<file path="src/hw/rtl/swd_pkg.sv">
// ----------------------------------------------------------------------------
// swd_pkg
// Shared constants for the sync-word packet deframer: sync pattern, CRC-16
// parameters and the frame position codes.
// ----------------------------------------------------------------------------
package swd_pkg;

	localparam logic [7:0]  SYNC_FIRST  = 8'hAA;
	localparam logic [7:0]  SYNC_SECOND = 8'h55;

	localparam logic [15:0] CRC_INIT    = 16'hFFFF;
	localparam logic [15:0] CRC_POLY    = 16'h1021;

	localparam int unsigned BYTE_W      = 8;
	localparam int unsigned CRC_W       = 16;
	localparam int unsigned TEMP_W      = 32;
	localparam int unsigned PHASE_W     = 3;

	// Frame position: the body byte expected next (PH_HUNT while hunting for sync)
	localparam logic [PHASE_W-1:0] PH_HUNT   = 3'd0;
	localparam logic [PHASE_W-1:0] PH_SEQ    = 3'd1;
	localparam logic [PHASE_W-1:0] PH_TEMP0  = 3'd2;
	localparam logic [PHASE_W-1:0] PH_TEMP3  = 3'd5;
	localparam logic [PHASE_W-1:0] PH_CRC_LO = 3'd6;
	localparam logic [PHASE_W-1:0] PH_CRC_HI = 3'd7;

endpackage

</file>
<file path="src/hw/rtl/sync_word_packet_deframer_crc16_unit.sv">
// ----------------------------------------------------------------------------
// sync_word_packet_deframer_crc16_unit
// Takes received serial bytes, locks onto the 0xAA 0x55 sync pair and checks
// each following seven-byte packet (sequence, four temperature bytes, CRC low
// then high) against a CRC-16/0x1021 with init 0xFFFF over the five payload
// bytes. One result transaction leaves per packet, good or bad. The block
// accepts one byte every cycle while input is not stalled; a byte is
// registered at the input and its effect (including the full byte-wide CRC
// update) lands in the state and result registers when it moves on from
// that input register. Input only stalls when a finished result is still
// waiting in the output register and the registered byte would make the
// next one. Sync bytes inside a packet are payload; after a packet the hunt
// restarts with no remembered byte.
// ----------------------------------------------------------------------------
module sync_word_packet_deframer_crc16_unit (
	input  logic                        clk,
	input  logic                        arst_n,
	input  logic                        in_valid,
	output logic                        in_ready,
	input  logic [swd_pkg::BYTE_W-1:0]  rx_byte,
	output logic                        out_valid,
	input  logic                        out_ready,
	output logic                        packet_ok,
	output logic [swd_pkg::BYTE_W-1:0]  seq_number,
	output logic [swd_pkg::TEMP_W-1:0]  temp_bits,
	output logic [swd_pkg::BYTE_W-1:0]  drop_count
);
	import swd_pkg::*;

	logic                valid_s1;
	logic [BYTE_W-1:0]   byte_s1;

	logic [BYTE_W-1:0]   prev_q;
	logic [PHASE_W-1:0]  phase_q;
	logic [CRC_W-1:0]    crc_q;
	logic [BYTE_W-1:0]   seq_q;
	logic [TEMP_W-1:0]   temp_q;
	logic [BYTE_W-1:0]   crc_lo_q;
	logic [BYTE_W-1:0]   exp_seq_q;

	logic                out_valid_q;
	logic                ok_q;
	logic [BYTE_W-1:0]   seq_out_q;
	logic [TEMP_W-1:0]   temp_out_q;
	logic [BYTE_W-1:0]   drop_q;

	logic [CRC_W-1:0]    crc_next;
	logic                emits;
	logic                advance;
	logic                crc_match;

	// CRC of the registered byte
	swd_crc_byte u_crc (
		.acc  (crc_q),
		.data (byte_s1),
		.crc  (crc_next)
	);

	// stage 1 moves on unless it would overwrite a waiting result
	assign emits     = valid_s1 && (phase_q == PH_CRC_HI);
	assign advance   = valid_s1 && (!emits || !out_valid_q || out_ready);
	assign in_ready  = !valid_s1 || advance;
	assign crc_match = ({byte_s1, crc_lo_q} == crc_q);

	// input register
	always_ff @(posedge clk or negedge arst_n) begin
		if (!arst_n) begin
			valid_s1 <= 1'b0;
		end else if (in_ready) begin
			valid_s1 <= in_valid;
		end
	end

	always_ff @(posedge clk) begin
		if (in_ready && in_valid) begin
			byte_s1 <= rx_byte;
		end
	end

	// framing state
	always_ff @(posedge clk or negedge arst_n) begin
		if (!arst_n) begin
			prev_q    <= '0;
			phase_q   <= PH_HUNT;
			crc_q     <= CRC_INIT;
			seq_q     <= '0;
			temp_q    <= '0;
			crc_lo_q  <= '0;
			exp_seq_q <= '0;
		end else if (advance) begin
			case (phase_q)
				PH_HUNT: begin
					if (prev_q == SYNC_FIRST && byte_s1 == SYNC_SECOND) begin
						phase_q <= PH_SEQ;
						crc_q   <= CRC_INIT;
					end else begin
						prev_q  <= byte_s1;
					end
				end
				PH_CRC_LO: begin
					crc_lo_q <= byte_s1;
					phase_q  <= PH_CRC_HI;
				end
				PH_CRC_HI: begin
					if (crc_match) begin
						exp_seq_q <= seq_q + 8'd1;
					end
					phase_q <= PH_HUNT;
					prev_q  <= '0;
					crc_q   <= CRC_INIT;
				end
				default: begin
					// sequence or temperature byte
					crc_q   <= crc_next;
					phase_q <= phase_q + 3'd1;
					if (phase_q == PH_SEQ) begin
						seq_q <= byte_s1;
					end else begin
						temp_q <= {byte_s1, temp_q[TEMP_W-1:BYTE_W]};
					end
				end
			endcase
		end
	end

	// result register
	always_ff @(posedge clk or negedge arst_n) begin
		if (!arst_n) begin
			out_valid_q <= 1'b0;
		end else if (advance && emits) begin
			out_valid_q <= 1'b1;
		end else if (out_ready) begin
			out_valid_q <= 1'b0;
		end
	end

	always_ff @(posedge clk) begin
		if (advance && emits) begin
			ok_q       <= crc_match;
			seq_out_q  <= seq_q;
			temp_out_q <= temp_q;
			drop_q     <= crc_match ? (seq_q - exp_seq_q) : '0;
		end
	end

	assign out_valid  = out_valid_q;
	assign packet_ok  = ok_q;
	assign seq_number = seq_out_q;
	assign temp_bits  = temp_out_q;
	assign drop_count = drop_q;

	// checks
	a_load_only_on_last: assert property (@(posedge clk) disable iff (!arst_n)
		(out_valid && !$past(out_valid)) |-> $past(phase_q == PH_CRC_HI))
		else $error("result loaded outside the last CRC byte");

	a_back_to_hunt: assert property (@(posedge clk) disable iff (!arst_n)
		(advance && emits) |=> (phase_q == PH_HUNT && prev_q == '0))
		else $error("hunt not restarted after packet");

	a_bad_no_drops: assert property (@(posedge clk) disable iff (!arst_n)
		(out_valid && !packet_ok) |-> (drop_count == '0))
		else $error("drop count set on a bad packet");

	a_no_loss: assert property (@(posedge clk) disable iff (!arst_n)
		(out_valid && !out_ready) |=> out_valid)
		else $error("waiting result lost");

	a_ready_when_empty: assert property (@(posedge clk) disable iff (!arst_n)
		!valid_s1 |-> in_ready)
		else $error("input stalled with empty stage");

endmodule

</file>
<file path="src/hw/rtl/swd_crc_byte.sv">
// ----------------------------------------------------------------------------
// swd_crc_byte
// One byte of CRC-16 (poly 0x1021, MSB first, no reflection), fully unrolled.
// ----------------------------------------------------------------------------
module swd_crc_byte (
	input  logic [swd_pkg::CRC_W-1:0]  acc,
	input  logic [swd_pkg::BYTE_W-1:0] data,
	output logic [swd_pkg::CRC_W-1:0]  crc
);
	import swd_pkg::*;

	// eight shift/xor steps on a 16-bit value
	always_comb begin
		logic [CRC_W-1:0] c;
		c = acc ^ {data, {(CRC_W-BYTE_W){1'b0}}};
		for (int k = 0; k < BYTE_W; k++) begin
			if (c[CRC_W-1]) begin
				c = {c[CRC_W-2:0], 1'b0} ^ CRC_POLY;
			end else begin
				c = {c[CRC_W-2:0], 1'b0};
			end
		end
		crc = c;
	end

endmodule
</file>
<file path="config.mk">
export PLATFORM = sky130hd
export DESIGN_NAME = sync_word_packet_deframer_crc16_unit
export DESIGN_NICKNAME = d
export VERILOG_FILES = /design/src/hw/rtl/swd_pkg.sv /design/src/hw/rtl/sync_word_packet_deframer_crc16_unit.sv /design/src/hw/rtl/swd_crc_byte.sv
export SDC_FILE = /design/constraint.sdc
export NUM_CORES = 1
export LEC_CHECK = 0
export ABC_AREA = 1
export BUFFER_PORTS_ARGS = -buffer_cell sky130_fd_sc_hd__buf_2
export CAP_MARGIN = 20
export CORE_ASPECT_RATIO = 0.9
export CORE_MARGIN = 10
export CORE_UTILIZATION = 25
export CTS_CLUSTER_DIAMETER = 50
export DETAILED_ROUTE_END_ITERATION = 8
export PLACE_DENSITY = 0.38
export SKIP_CTS_REPAIR_TIMING = 1
export SLEW_MARGIN = 20
export SYNTH_ARGS = -nofsm -noshare
export SYNTH_HDL_FRONTEND = slang
export SYNTH_SLANG_ARGS = --single-unit
</file>
<file path="constraint.sdc">
create_clock -name clk -period 3.5 [get_ports clk]
set_input_delay 0.35 -clock clk [delete_from_list [all_inputs] [get_ports clk]]
set_output_delay 0.35 -clock clk [all_outputs]
set_load 0.02 [all_outputs]
</file>
==> reports/metrics.csv, run 1 <==
stage,metric,value,unit
global_route,initial antenna violation count,0,
critical_path,crit end category,flip-flop,
clock_tree,TritonCTS buffer count,17,
critical_path,Worst Path Required,3.84,ns
synthesis,most frequent cell after synthesis,nand2_1,
synthesis,post-synthesis adder-cell area fraction,2.94,%
timing,"Min Clock Period, post-route",2.27,ns
drt,Vias/cell,4.07,
drt,DRT iter0 DRCs,239,
critical_path,WS Path Type,reg -> reg,
synthesis,ys flop type,dfrtp_1,
min_path,Hold Path Class,in -> reg,
synthesis,Synth async-reset ratio,59.9,%
placement,dpl hpwl,10300,um
critical_path,WP data arrival,2.61,ns
synthesis,commonest cells in the netlist,"nand2_1 (154), dfrtp_1 (69), inv_1 (69)",
synthesis,register area share after synthesis,62.1,%
synthesis,Syn Nets,643,
synthesis,Mapped Avg Cell Area,10.1,um2
timing,worst-case clock skew,0.0174,ns
global_route,Top Usage Layer GRT,met2,
timing,worst slew pin tran,0.807,ns
floorplan,Placeable Area,0.0244,mm2
drt,via count,4226,
global_route,GRT overflow,0,
run,Max-Cap Viols,0,
floorplan,Initial Util,25.5,%
synthesis,post-synthesis register bit count,142,
timing,Setup WS post-layout,1.23,ns
synthesis,complex-gate fraction of the synthesized area,8.03,%
synthesis,post-synth cell types,30,
cells_and_area,diode count,0,
synthesis,Synth top area share,27.8,%
floorplan,floorplan row count,54,
timing,RSZ-0062 raised after global routing,no,
timing,final max-slew violation count,0,
synthesis,largest family of logic cells by synthesized area,simple AND/OR/NAND/NOR gates,
global_route,first-pass GRT wire length,22900,um
synthesis,number of flops mapped to enable cells by yosys,57,
floorplan,Boundary Pins,63,
synthesis,mux cell area share after synthesis,1.45,%
synthesis,cell area after synthesis,0.00621,mm2
global_route,M3 GR Usage,2.98,%
timing,Rel. slew slack,46.1,%
floorplan,chip width,186,um
global_route,met1 usage,12.0,%
clock_tree,CTS tree,yes,
timing,final critical-path share of the clock period,64.9,%
synthesis,largest area contributor in the netlist,dfrtp_1,
clock_tree,clock sink count,142,
drt,DRC,0,
synthesis,synth top area cells,"dfrtp_1 (28%), edfxtp_1 (28%), nand2_1 (9.3%)",
synthesis,Ys Warns,0,
global_route,Total GRT Usage,9.25,%
placement,Final Wtd Congestion,0.784,
floorplan,Die Footprint,0.0316,mm2
synthesis,Simple-Gate Fraction of Synth Area,17.3,%
floorplan,chip height,170,um
clock_tree,clock latency on the worst-skew pair,0.43,ns
timing,Setup TNS Final,0,ns
drt,Pre-antenna DRT Iters,5,
outcome,run status,completed,
critical_path,Worst path max stage delay,0.61,ns
critical_path,CP bufs+invs,0,
timing,Achievable Freq,0.440,GHz
critical_path,slowest CP cell,nand3_1,
drt,ANT nets after route,0,
clock_tree,clk buf depth,2,
critical_path,crit path cell chain,ha_1 > ha_1 > nand2_1 > nor2_2 > nor2_2 > nand3_1 > a21oi_1,
power_and_ir_drop,Peak VDD IR,400,uV
drt,wire per inst,13.5,um
clock_tree,"Reg clk slew, reported paths",0.07,ns
global_route,pin count of the biggest net entering global routing,57,
placement,buffers added on ports,62,
power_and_ir_drop,Leak,0.00337,uW
clock_tree,H-tree levels,4,
cells_and_area,Area Growth Syn to Fin,20.6,%
placement,Place WS,1.17,ns
cells_and_area,share of cells above drive strength 1,23.2,%
global_route,vias in the first global route,4348,
critical_path,Worst path top cell family by delay,simple AND/OR/NAND/NOR gates,
critical_path,Setup crit start kind,flip-flop,
critical_path,crit path max fanout,20,
global_route,global routing usage on met2,14.1,%
timing,final setup fails,0,
synthesis,Post-Synthesis Cells,617,
drt,Post-Route WL,14000,um
cells_and_area,nets,716,
power_and_ir_drop,PwrDens,819,mW/mm2
synthesis,Synth Area in XOR/XNOR,1.55,%
timing,Fin. Hold Viols,0,
clock_tree,Root Driver,clkbuf_16,
cells_and_area,fillers,2508,
==> metal layers <==
metal	part of all wire (%)	routed length (um)	vias up
met2	44	6160	89
met3	5.8	808	12
met5	0	0	-
li1	-	-	2151
met1	49	6850	1974
met4	1.3	182	0
==> worst paths after layout <==
check	cells past startpoint	from	end	slack [ns]
max in group asynchronous	3	arst_n	crc_q[15]	2.23
worst max register to register	7	phase_q[0]	crc_q[7]	1.23
worst min register to register	0	temp_q[16]	temp_bits[16]	0.45
worst min-delay path	1	rx_byte[2]	byte_s1[2]	0.11
worst max-delay path	7	phase_q[0]	crc_q[7]	1.23
min in group asynchronous	2	arst_n	prev_q[1]	0.46
==> layout by cell type (no fill, tap or decap), types with 2 or more instances in the layout <==
cell	instances
nand4_1	8
inv_1	69
xnor2_1	4
nand2_1	154
clkbuf_16	17
o21ai_1	32
edfxtp_1	57
dfstp_2	16
o21ai_0	18
nor2_4	6
nand3_2	2
nand2_2	11
a21oi_1	35
inv_8	3
inv_2	18
mux2_1	8
xor2_1	7
clkinv_4	3
buf_4	6
nor2_2	3
nand3_1	18
ha_1	13
nor2_1	43
dfrtp_1	69
o21ai_2	6
clkinv_2	2
inv_6	5
buf_2	61
==> where the power goes <==
part           switching [uW]  internal (uW)
Combinational            1080            614
Clock                     765           1000
Sequential                362           2310
==> logic make-up (layout without fill, tap and decap cells) <==
kind of cell | Yosys count | in the layout
fa+ha+maj | 14 | 14
xor+xnor | 11 | 11
mux | 8 | 8
flops | 142 | 142
buf+inv | 101 | 187
simple gates | 247 | 247
compound gates | 94 | 94
==> state kept, by name, summed over array words and instances (netlist names) <==
| name | flops |
|---|---|
| temp_bits | 32 |
| temp_q | 32 |
| crc_q | 16 |
| byte_s1 | 8 |
| crc_lo_q | 8 |
| drop_count | 8 |
| exp_seq_q | 8 |
| prev_q | 8 |
| seq_number | 8 |
| seq_q | 8 |
| phase_q | 3 |
| out_valid | 1 |
| packet_ok | 1 |
| valid_s1 | 1 |
==> final cells by class <==
type / count / area, um2 / area share (%)
Clock buffer: 17 / 425 / 5.68
Clock inverter: 15 / 151 / 2.02
Timing Repair Buffer: 68 / 360 / 4.81
Sequential cell: 142 / 3860 / 51.5
Inverter: 87 / 327 / 4.36
Multi-Input combinational cell: 374 / 1950 / 26.0
Tap cell: 336 / 420 / 5.61
==> through the flow <==
stage / hold WS, ns / utilization (%) / cells / power, uW / cell area (um2)
2_1_floorplan: 0.0544 / - / 617 / 3980 / 6210
3_3_place_gp: 0.372 / 28.3 / 1006 / 4380 / 6910
3_5_place_dp: 0.383 / 28.3 / 1006 / 4430 / 6910
4_1_cts: -0.0743 / 30.7 / 1038 / 6230 / 7480
5_1_grt: 0.0806 / 30.7 / 1039 / 6630 / 7490
6_report: 0.106 / 30.7 / 1039 / 6140 / 7490
(Power assumes the default switching activity.)
==> run 2: changes to the inputs <==
==> constraint.sdc (replaced) <==
create_clock -name clk -period 2.11 [get_ports clk]
set_input_delay 0.211 -clock clk [delete_from_list [all_inputs] [get_ports clk]]
set_output_delay 0.211 -clock clk [all_outputs]
set_load 0.02 [all_outputs]
==> reports/metrics.csv, run 2 (synthesis results as in run 1) <==
stage,metric,value,unit,change
outcome,run status,completed,,
timing,Fin. Hold Viols,0,,unchanged
floorplan,floorplan row count,54,,unchanged
drt,Vias/cell,4.00,,-1.5%
clock_tree,clock sink count,142,,unchanged
critical_path,Worst Path Required,1.90,ns,-1.94 ns
clock_tree,H-tree levels,4,,unchanged
clock_tree,Root Driver,clkbuf_16,,
global_route,first-pass GRT wire length,23100,um,+0.87%
global_route,Total GRT Usage,9.37,%,+0.12 points
clock_tree,clk buf depth,2,,unchanged
run,Max-Cap Viols,0,,unchanged
timing,"Min Clock Period, post-route",1.94,ns,
critical_path,crit path cell chain,ha_2 > ha_4 > nand2_4 > nor2_2 > inv_1 > buf_2,,
global_route,initial antenna violation count,0,,unchanged
timing,final max-slew violation count,0,,unchanged
placement,dpl hpwl,10400,um,+1.2%
cells_and_area,Finished Layout Cells,1060,,+2.0%
timing,Rel. slew slack,52.6,%,+6.6 points
timing,Setup WS post-layout,0.168,ns,-1.06 ns
cells_and_area,most frequent cells in the layout,"nand2_1 (152), inv_1 (69), dfrtp_1 (69), buf_2 (61), edfxtp_1 (57)",,
critical_path,WP data arrival,1.73,ns,-0.88 ns
global_route,pin count of the biggest net entering global routing,50,,-12%
critical_path,crit path max fanout,4,,-80%
floorplan,chip height,170,um,unchanged
clock_tree,clock latency on the worst-skew pair,0.42,ns,about the same
placement,buffers added on ports,62,,unchanged
critical_path,crit end category,primary output,,
timing,final critical-path share of the clock period,92.0,%,
global_route,vias in the first global route,4154,,-4.5%
drt,DRT iter0 DRCs,273,,+14%
timing,worst-case clock skew,0.00725,ns,-0.0101 ns
placement,Place WS,0.134,ns,-1.03 ns
placement,Final Wtd Congestion,0.776,,-1.1%
min_path,Hold Path Class,in -> reg,,
critical_path,Worst path top cell family by delay,flip-flops,,
floorplan,Initial Util,25.5,%,unchanged
cells_and_area,nets,737,,+2.9%
critical_path,Setup crit start kind,flip-flop,,
cells_and_area,"commonest non-fill, non-tap cell in the layout",nand2_1,,
drt,ANT nets after route,0,,unchanged
power_and_ir_drop,PwrDens,1350,mW/mm2,+65%
timing,Achievable Freq,0.515,GHz,
timing,worst slew pin tran,0.711,ns,-0.0961 ns
cells_and_area,diode count,0,,unchanged
critical_path,WS Path Type,reg -> out,,
drt,wire per inst,13.4,um,-0.63%
floorplan,Placeable Area,0.0244,mm2,unchanged
power_and_ir_drop,Leak,0.00348,uW,+3.5%
global_route,GRT overflow,0,,unchanged
timing,final setup fails,0,,unchanged
drt,Post-Route WL,14200,um,+1.4%
clock_tree,TritonCTS buffer count,17,,unchanged
drt,DRC,0,,unchanged
cells_and_area,Area Growth Syn to Fin,24.9,%,
power_and_ir_drop,Peak VDD IR,581,uV,+45%
floorplan,chip width,186,um,unchanged
floorplan,Die Footprint,0.0316,mm2,unchanged
critical_path,CP bufs+invs,2,,+2
clock_tree,CTS tree,yes,,
critical_path,Worst path max stage delay,0.40,ns,-0.21 ns
floorplan,Boundary Pins,63,,unchanged
drt,via count,4245,,+0.45%
cells_and_area,share of cells above drive strength 1,24.7,%,+1.5 points
timing,RSZ-0062 raised after global routing,no,,
critical_path,slowest CP cell,dfrtp_1,,
clock_tree,"Reg clk slew, reported paths",0.07,ns,about the same
drt,Pre-antenna DRT Iters,5,,unchanged
placement,Post-Place Cells,1018,,+1.2%
==> run 2: cell types whose count changed in the layout (fill, tap and decap cells not counted), moves of 2 or more <==
cell and change:
nand2_1 -2, clkinv_8 +2, ha_1 -2, buf_4 +9
clkinv_2 -2, buf_12 +3, inv_6 +3, clkinv_4 -3
dlygate4sd3_1 +9
==> run 2: final timing paths <==
kind	from	end	slack [ns]	cells after the start
setup / recovery	phase_q[1]	in_ready	0.17	6
hold / removal	out_ready	out_valid	0.11	4
setup reg to reg	phase_q[1]	temp_q[6]	0.18	8
hold reg to reg	temp_q[4]	temp_bits[4]	0.45	0
max in group asynchronous	arst_n	crc_q[15]	1.02	3
min in group asynchronous	arst_n	valid_s1	0.37	2
==> run 2: routing by layer <==
layer / track usage (%) / vias to the layer above / wire length [um]
li1: - / 2199 / -
met1: 12.7 / 1962 / 7110
met2: 13.8 / 73 / 6190
met3: 2.68 / 11 / 768
met4: 3.47 / 0 / 126
met5: 0 / - / 0
==> run 2: final cells by class <==
cell class / count / area (um2)
Inverter: 87 / 327
Timing Repair Buffer: 89 / 578
Multi-Input combinational cell: 374 / 1980
Clock buffer: 17 / 425
Tap cell: 336 / 420
Clock inverter: 15 / 170
Sequential cell: 142 / 3860
Fill cell: 2504 / 16600
==> run 2: power by group <==
| part | internal [uW] | switching (uW) |
|---|---|---|
| sequential | 3830 | 555 |
| clock | 1690 | 1340 |
| combinational | 1160 | 1890 |
| total | 6670 | 3790 |
==> run 2: worst register-to-register path, cell delays in order, from the launching register on <==
cell and delay (ns):
dfrtp_1 0.42, ha_2 0.21, ha_4 0.17, inv_2 0.14
nand2_2 0.11, nor2_4 0.11, nand3_2 0.10, buf_12 0.20
mux2_1 0.35
==> run 2: per-stage QoR <==
stage	cell area (um2)	hold WS [ns]	util, %	TNS, ns	total power (uW)
3_5_place_dp	7060	0.303	28.9	0	7490
4_1_cts	7650	-0.167	31.4	0	10600
3_3_place_gp	7060	0.292	28.9	0	7440
6_report	7760	0.110	31.8	0	10500
5_1_grt	7760	0.120	31.8	0	11300
2_1_floorplan	6250	-0.0846	-	-0.339	6610
